===== src/rtl/rbct_pkg.sv =====
`timescale 1ns / 1ps
// ----------------------------------------------------------------------------
// rbct_pkg
// Shared types and constants for the ROM block cache translator.
// ----------------------------------------------------------------------------
package rbct_pkg;

	localparam int unsigned ADDR_BITS   = 25;
	localparam int unsigned CNT_BITS    = 11;
	localparam int unsigned SLOT_COUNT  = 128;
	localparam int unsigned OFFSET_BITS = 15;
	localparam int unsigned MAP_ENTRIES = 1024;
	localparam int unsigned BLOCK_COUNT_RESET = 1024;

	typedef struct packed {
		logic clear;
		logic lookup;
		logic scan_start;
		logic scan_step;
		logic evict;
		logic unmap;
		logic commit;
		logic emit;
	} rbct_cmd_t;

	typedef struct packed {
		logic is_hit;
		logic is_oor;
		logic scan_done;
		logic clear_last;
	} rbct_sts_t;

endpackage


===== src/rtl/rbct_ctrl.sv =====
`timescale 1ns / 1ps
// ----------------------------------------------------------------------------
// rbct_ctrl
// Sequencer: map clear, lookup, victim scan, eviction, commit and result beat.
// ----------------------------------------------------------------------------
module rbct_ctrl (
	input  logic             clk,
	input  logic             arst_n,
	input  logic             start,
	output logic             busy,
	output rbct_pkg::rbct_cmd_t cmd,
	input  rbct_pkg::rbct_sts_t sts
);
	import rbct_pkg::*;

	typedef enum logic [7:0] {
		ST_CLEAR  = 8'b00000001,
		ST_IDLE   = 8'b00000010,
		ST_LOOKUP = 8'b00000100,
		ST_SCAN   = 8'b00001000,
		ST_EVICT  = 8'b00010000,
		ST_UNMAP  = 8'b00100000,
		ST_COMMIT = 8'b01000000,
		ST_EMIT   = 8'b10000000
	} state_t;

	state_t state_q, state_d;

	always_ff @(posedge clk or negedge arst_n) begin
		if (!arst_n) state_q <= ST_CLEAR;
		else state_q <= state_d;
	end

	always_comb begin
		state_d = state_q;
		cmd = '0;
		unique case (state_q)
			ST_CLEAR: begin
				cmd.clear = 1'b1;
				if (sts.clear_last) state_d = ST_IDLE;
			end
			ST_IDLE: begin
				if (start) begin
					cmd.lookup = 1'b1;
					state_d = ST_LOOKUP;
				end
			end
			ST_LOOKUP: begin
				if (sts.is_hit || sts.is_oor) begin
					state_d = ST_EMIT;
				end else begin
					cmd.scan_start = 1'b1;
					state_d = ST_SCAN;
				end
			end
			ST_SCAN: begin
				cmd.scan_step = 1'b1;
				if (sts.scan_done) state_d = ST_EVICT;
			end
			ST_EVICT: begin
				cmd.evict = 1'b1;
				state_d = ST_UNMAP;
			end
			ST_UNMAP: begin
				cmd.unmap = 1'b1;
				state_d = ST_COMMIT;
			end
			ST_COMMIT: begin
				cmd.commit = 1'b1;
				state_d = ST_EMIT;
			end
			ST_EMIT: begin
				cmd.emit = 1'b1;
				state_d = ST_IDLE;
			end
			default: state_d = ST_IDLE;
		endcase
	end

	assign busy = (state_q != ST_IDLE);

endmodule


===== config.mk =====
export PLATFORM = sky130hd
export DESIGN_NAME = rbct_ctrl
export DESIGN_NICKNAME = d
export VERILOG_FILES = /design/src/rtl/rbct_pkg.sv /design/src/rtl/rbct_ctrl.sv
export SDC_FILE = /design/constraint.sdc
export NUM_CORES = 1
export LEC_CHECK = 0
export BUFFER_PORTS_ARGS = -buffer_cell sky130_fd_sc_hd__buf_2
export CORE_UTILIZATION = 35
export DETAILED_ROUTE_END_ITERATION = 10
export PLACE_DENSITY = 0.71
export SETUP_SLACK_MARGIN = 0.5
export SLEW_MARGIN = 30
export SYNTH_ARGS = -nofsm -noshare
export SYNTH_HDL_FRONTEND = slang
export SYNTH_SLANG_ARGS = --single-unit

===== constraint.sdc =====
create_clock -name clk -period 1.5 [get_ports clk]
set_input_delay 0 -clock clk [delete_from_list [all_inputs] [get_ports clk]]
set_output_delay 0 -clock clk [all_outputs]
set_load 0.02 [all_outputs]

Word-level counts from Yosys, hierarchy flattened
Cells that the tools add are included.

cells by class
  equal/unequal tests = 12
  mux-type cells = 15
  reductions and logical operators = 2

operator list
  kind                count
  $pmux 8 s7          1
  $mux 8              4
  $mux 1              10
  $eq 8x1->1 const B  1
  $eq 8x2->1 const B  1
  $eq 8x3->1 const B  1
  $eq 8x4->1 const B  1
  $eq 8x5->1 const B  1
  $eq 8x6->1 const B  1
  $eq 8x7->1 const B  1
  $eq 8x8->1 const B  1
  $ne 8x2->1 const B  1
  $ne 2x2->1 const B  3
  $reduce_and 3->1    1
  $logic_or 1x1->1    1

storage, ports and cells
  bits of input ports = 7
  output and inout bits = 9
  bits in registers = 8
  logic and storage cells = 30

Logic depth before layout (Yosys ltp)
Gate-level depths: netlist of the first run.

  depth after elaboration = 3
  depth in mapped cells = 5
  gate-level depth less buffers = 4

Worst setup path after synthesis of the first run
Ideal clock, no wire load.

  path kind = register to register
  start = register state_q[1]
  end = register state_q[1]
  setup time = 0.156 ns
  arrival time = 1.666 ns
  path slack = -0.322 ns
  path buffers = 0
  period minus slack after synthesis = 1.822 ns
  stages on the path, launching flop included = 5
  data required time = 1.344 ns
  cell sequence = dfrtp_1 > nor4_1 > nand2b_1 > nor3_1 > a221oi_2

on the way
  word-level cells in the longest chain between the ends = 3
  elaborated cells between the ends (all ways) = 12
  classes of those cells = eq/ne: 10; mux: 1; reduce/logical: 1

ends and longest elaborated chain
  item                                      line             RTL
  start, declared                           rbct_ctrl.sv:27  state_t state_q, state_d;
  start signal, assigned                    rbct_ctrl.sv:31  else state_q <= state_d;
  $eq 8x4->1, or another cell as far along  rbct_ctrl.sv:37  unique case (state_q)
  $ne 2x2->1 (no source line)               n/a
  $reduce_and 3->1 (no source line)         n/a

Parallel ways exist; a longest one is shown, timed or not.
A chain may end at the register's enable or synchronous reset.

==> results.cfg, run 1 <==
[worst_setup_path]
cp_cell_sequence = nor4_4 -> buf_4 -> nand4b_4 -> nor2_1 -> buf_4
criticalPathCategory = register to output port
worstPathRequired_ns = 1.50
crit_fanout = 5
end_kind = output port
worst-path-stages = 5
crit_end = cmd[6]
cp_top_family = simple AND/OR/NAND/NOR gates
ff2ff_setup_slack_ns = 0
slowest_delay_ns = 0.41
startpoint = state_q[2]
critPathLaunchType = register
cp_common_cell = buf_4
cp.arrival_ns = 1.57
r2r-start = state_q[2]
worst-r2r-cell-count = 5
path_buf_inv = 2
slowest_stage = dfrtp_1
reg2reg_to = state_q[1]

[sta]
worst_pin_slew_ns = 0.347
min_period_over_period = 1.04
max_freq_ghz = 0.638
rsz0062_at_grt = yes
fin_ws_ns = -0.0669
fin_setup_tns_ns = -0.210
drv_slew = 0
timing.slew.headroom = 0.768
setup_viol = 5
fin_skew_ns = 0.00620
fin_crit_ns = 1.57
hold_viol = 0

[floorplanning]
die_x_um = 40.3
fp.coreArea_um2 = 1330
die_height_um = 40.3
start_util = 0.385
die-area_um2 = 1620
num_rows = 13
io_pins = 16

[global_routing]
grt_pass1_wl_um = 1810
track_usage = 0.179
gr-total-overflow = 0
grt_pass1_vias = 418
grt_max_degree = 9
antenna_found_initial = 0

[clocking]
cts_sinks = 8
tritoncts = done
cts_buffer_depth = 2
path_clk_slew_ns = 0.05
numCtsBuffers = 3
clk_latency_ns = 0.25
cts_root_buf = clkbuf_4
htreeDepth = 1

[pwr]
max-vdd-ir-drop_mv = 0.942
leakagePower_nw = 0.373
power_density_nw_per_um2 = 1310

[finish]
drive_gt1_frac = 0.549
final_common_cell = buf_4
largest_registers = state_q x8
finish.instance_area_um2 = 855
largest_reg_flops = 8
final_cells = 97
syn_to_final_growth_pct = 66.6
largest_register = state_q
layout_common_cells = 10 x buf_4, 8 x buf_2, 7 x buf_6, 7 x dfrtp_1, 6 x nor2_1
nets = 90
final_util = 0.641
diodes = 0

[placed_design]
place_ws_ns = -0.00634
dp_cells = 86
place.gp.congestion = 0.769
placed_area_um2 = 679
dp_hpwl_um = 874
io_buffers = 15

[drt]
antenna_left = 0
drtIter0Drc = 12
routedWlPerCell_um = 13.2
firstDrtPassIters = 4
num_vias = 503
via_per_inst = 5.19
drc = 0
routed_wl_um = 1280

[synth]
ys_seq_elements = 8
ys_types = 24
yosysSeqAreaShare = 0.393
synthCells = 54
synth_top_area_cell = dfrtp_1
synth_fp_nets = 61
synthTopCellsByArea = dfrtp_1 34%, nor3b_1 5.9%, dfstp_2 5.1%
synth_top_area_frac = 0.341
post_synth.cell_area_avg_um2 = 9.50
yosysWarnings = 0
synth_area_um2 = 513

[run_status]
status = finished with violations
violations = negative setup slack

[worst_hold_path]
min_path_type = input pin to register

[run]
max_cap_viol_count = 0
cell families (layout without fill, tap and decap cells):
group | Yosys count | count (layout) | synth area share
buffers and inverters | 6 | 34 | 0.0585
AOI/OAI and AO/OA | 7 | 7 | 0.100
and+or+nand+nor | 31 | 31 | 0.415
DFF | 8 | 8 | 0.393
xor gates and xnor gates | 2 | 2 | 0.0342
layout make-up:
class                      count  area [µm²]
clock buffer                   4        26.3
fill                          98         479
inverter                       3        11.3
multi-input combinational     40         383
sequential                     8         201
tap                           15        18.8
timing repair buffer          27         214
cells in the mapped netlist:
| library cell | count |
|---|---|
| dfrtp_1 | 7 |
| nor2_1 | 7 |
| nor3_1 | 5 |
| nand2b_1 | 4 |
| nor3b_1 | 4 |
| inv_1 | 3 |
| o21ai_0 | 3 |
| clkbuf_1 | 2 |
| nand2_1 | 2 |
| nor4_1 | 2 |
| xor2_1 | 2 |
| a211oi_1 | 1 |
| a221oi_2 | 1 |
| a31oi_1 | 1 |
| and3_1 | 1 |
| and4b_1 | 1 |
| buf_6 | 1 |
| dfstp_2 | 1 |
| nand2b_4 | 1 |
| nand3_1 | 1 |
| nand4b_4 | 1 |
| nor2b_1 | 1 |
| nor4_4 | 1 |
| o211ai_1 | 1 |
where the power goes:
part | total [mW] | leakage, nW | switching, mW | internal, mW
Sequential | 0.289 | 0.104 | 0.0413 | 0.248
Clock | 0.174 | 0.0150 | 0.0721 | 0.102
Combinational | 0.659 | 0.254 | 0.335 | 0.324
Total | 1.12 | 0.373 | 0.448 | 0.674
metrics by stage:
stage | power, mW | hold slack, ns
2_1_floorplan | 0.678 | -0.296
3_3_place_gp | 0.792 | -0.146
3_5_place_dp | 0.801 | -0.143
4_1_cts | 1.07 | 0.0324
5_1_grt | 1.20 | 0.0256
6_report | 1.12 | 0.0167
worst register-to-register path, cell delays in order, from the launching register on:
cell	delay [ns]
dfrtp_1	0.41
nor4_4	0.34
buf_4	0.18
nand4b_4	0.12
nand2b_4	0.17
a221oi_2	0.20
worst min path at each step:
stage | start | to | slack (ns) | cells after the start
after global placement | arst_n | state_q[6] | -0.15 | 1
after detailed placement | arst_n | state_q[6] | -0.14 | 1
after CTS | start | state_q[2] | 0.03 | 3
final | start | state_q[2] | 0.02 | 3
after global routing | start | state_q[2] | 0.03 | 3
after floorplan | arst_n | state_q[1] | -0.30 | 0
what timing repair did:
item	4_1_cts	5_1_grt
hold buffers	2	0
buffers inserted	3	2
gates resized for setup	14	8
pin swaps	6	3
endpoints found under the hold margin	9	0
setup endpoints to repair	17	17
metal layers:
metal,vias to the layer above,share of wire,GRT usage
li1,249,-,-
met1,238,0.42,0.190
met2,16,0.53,0.302
met3,0,0.049,0.0722
met4,0,0,0.0917
met5,-,0,0
Power figures use the tool's default switching activity.
==> run 2, diff against run 1 <==
--- a/config.mk
+++ b/config.mk
@@ -10,7 +10,7 @@
 export DETAILED_ROUTE_END_ITERATION = 10
 export PLACE_DENSITY = 0.71
 export SETUP_SLACK_MARGIN = 0.5
-export SLEW_MARGIN = 30
+export SLEW_MARGIN = 10
 export SYNTH_ARGS = -nofsm -noshare
 export SYNTH_HDL_FRONTEND = slang
 export SYNTH_SLANG_ARGS = --single-unit
==> constraint.sdc (replaced) <==
create_clock -name clk -period 1.27 [get_ports clk]
set_input_delay 0 -clock clk [delete_from_list [all_inputs] [get_ports clk]]
set_output_delay 0 -clock clk [all_outputs]
set_load 0.02 [all_outputs]
==> run 2 against run 1 <==
Compared with the run above:
- the run ends with negative hold slack, negative setup slack left
- wire length increased by 36%
- via count rose by 8.2%
- sequential power is 19% higher
- hold slack lost 0.12 ns
- register-to-register slack lost 0.30 ns
- non-clock buffer count rose by 8
- global-route usage grew 5.7 points
- critical path type unchanged
- die area unchanged
- combinational power increased by 94%
- critical endpoint unchanged
- clock power rose by 28%
==> results.cfg, run 2 (same netlist as run 1, synthesis figures left out) <==
[clocking]
clk_latency_ns = 0.27
htreeDepth = 1
cts_hold_buf = 1
path_clk_slew_ns = 0.05
numCtsBuffers = 3
cts_sinks = 8
tritoncts = done
cts_buffer_depth = 2
cts_root_buf = clkbuf_4

[drt]
drtIter0Drc = 14
num_vias = 544
antenna_left = 0
drc = 0
via_per_inst = 5.18
firstDrtPassIters = 4
routed_wl_um = 1730
routedWlPerCell_um = 16.5

[worst_setup_path]
critPathLaunchType = register
cp_top_family = buffers and inverters
worstPathRequired_ns = 1.27
crit_fanout = 3
startpoint = state_q[4]
r2r-start = state_q[4]
end_kind = output port
path_buf_inv = 4
cp.arrival_ns = 1.61
cp_cell_sequence = buf_4 -> buf_4 -> nor2_4 -> nand4b_4 -> buf_6 -> nor2_4 -> buf_6
criticalPathCategory = register to output port
slowest_delay_ns = 0.41
slowest_stage = dfrtp_1

[finish]
layout_common_cells = 16 x buf_6, 11 x buf_4, 7 x dfrtp_1
largest_reg_flops = 8
largest_register = state_q
nets = 98
drive_gt1_frac = 0.744
syn_to_final_growth_pct = 105
largest_registers = state_q x8
final_common_cell = buf_6
diodes = 0

[sta]
fin_setup_tns_ns = -3.15
drv_slew = 0
fin_crit_ns = 1.61
timing.slew.headroom = 0.782
worst_pin_slew_ns = 0.324
fin_ws_ns = -0.341
max_freq_ghz = 0.621
fin_skew_ns = 0.0113
rsz0062_at_grt = yes
setup_viol = 14
hold_viol = 1
min_period_over_period = 1.27
whs_ns = -0.108

[floorplanning]
io_pins = 16
die_height_um = 40.3
num_rows = 13
start_util = 0.385
fp.coreArea_um2 = 1330
die-area_um2 = 1620
die_x_um = 40.3

[placed_design]
place.gp.congestion = 0.713
place_ws_ns = -0.199
dp_hpwl_um = 874
io_buffers = 15

[pwr]
max-vdd-ir-drop_mv = 1.29
power_mw = 1.85
power_density_nw_per_um2 = 1750
leakagePower_nw = 0.449

[run]
max_cap_viol_count = 0

[global_routing]
grt_pass1_vias = 546
grt_pass1_wl_um = 2430
grt_max_degree = 9
track_usage = 0.236
antenna_found_initial = 0
gr-total-overflow = 0

[run_status]
status = finished with violations
violations = negative hold slack, negative setup slack

[worst_hold_path]
worstHoldStart = sts[0]
min_path_type = input pin to register
[run 2: cell count changes in the layout (fill, tap and decap cells not counted), sizes merged]
cell / delta
buf: +9
dlygate4sd3: -1
[run 2: timing repair]
action | CTS | global route
endpoints found under the setup margin | 17 | 17
hold endpoints to repair | 9 | 1
gates resized for setup | 33 | 24
setup buffers | 7 | 2
pin swaps | 5 | 5
[run 2: stage by stage]
step / area, µm² / cells / utilization
global placement: 718 / 91 / 0.538
global route: 1050 / 105 / 0.789
CTS: 927 / 103 / 0.695
floorplan: 569 / 54 / -
finish: 1050 / 105 / 0.789
detailed placement: 718 / 91 / 0.538
[run 2: worst paths after layout]
path | to | slack, ns | cells past startpoint
max | cmd[6] | -0.34 | 7
min reg2reg | state_q[5] | 0.71 | 2
max in group asynchronous | state_q[0] | 0.91 | 2
min in group asynchronous | state_q[5] | 0.11 | 2
min | state_q[0] | -0.11 | 2
max reg2reg | state_q[1] | -0.30 | 7
[run 2: power by group]
part / leakage [nW] / switching (mW) / internal (mW)
clock: 0.0150 / 0.101 / 0.121
combinational: 0.331 / 0.600 / 0.681
sequential: 0.104 / 0.0507 / 0.293
total: 0.449 / 0.752 / 1.09
[run 2: layout make-up]
class | count | area [µm²]
Clock buffer | 4 | 26.3
Fill cell | 77 | 282
Inverter | 3 | 11.3
Multi-Input combinational cell | 40 | 472
Sequential cell | 8 | 201
Tap cell | 15 | 18.8
Timing Repair Buffer | 35 | 323
[run 2: worst register-to-register path, cell delays in order, from the launching register on]
cell	delay [ns]
dfrtp_1	0.41
buf_4	0.15
buf_4	0.14
nor2_4	0.14
nand4b_4	0.15
buf_6	0.15
nand2b_4	0.13
a221oi_2	0.21
[run 2: layer usage]
metal | up-vias | GRT usage | routed length, µm
met1 | 258 | 0.266 | 716
met2 | 20 | 0.415 | 928
met5 | - | 0 | 0
met4 | 0 | 0.0750 | 8
met3 | 2 | 0.0778 | 77
li1 | 264 | - | -
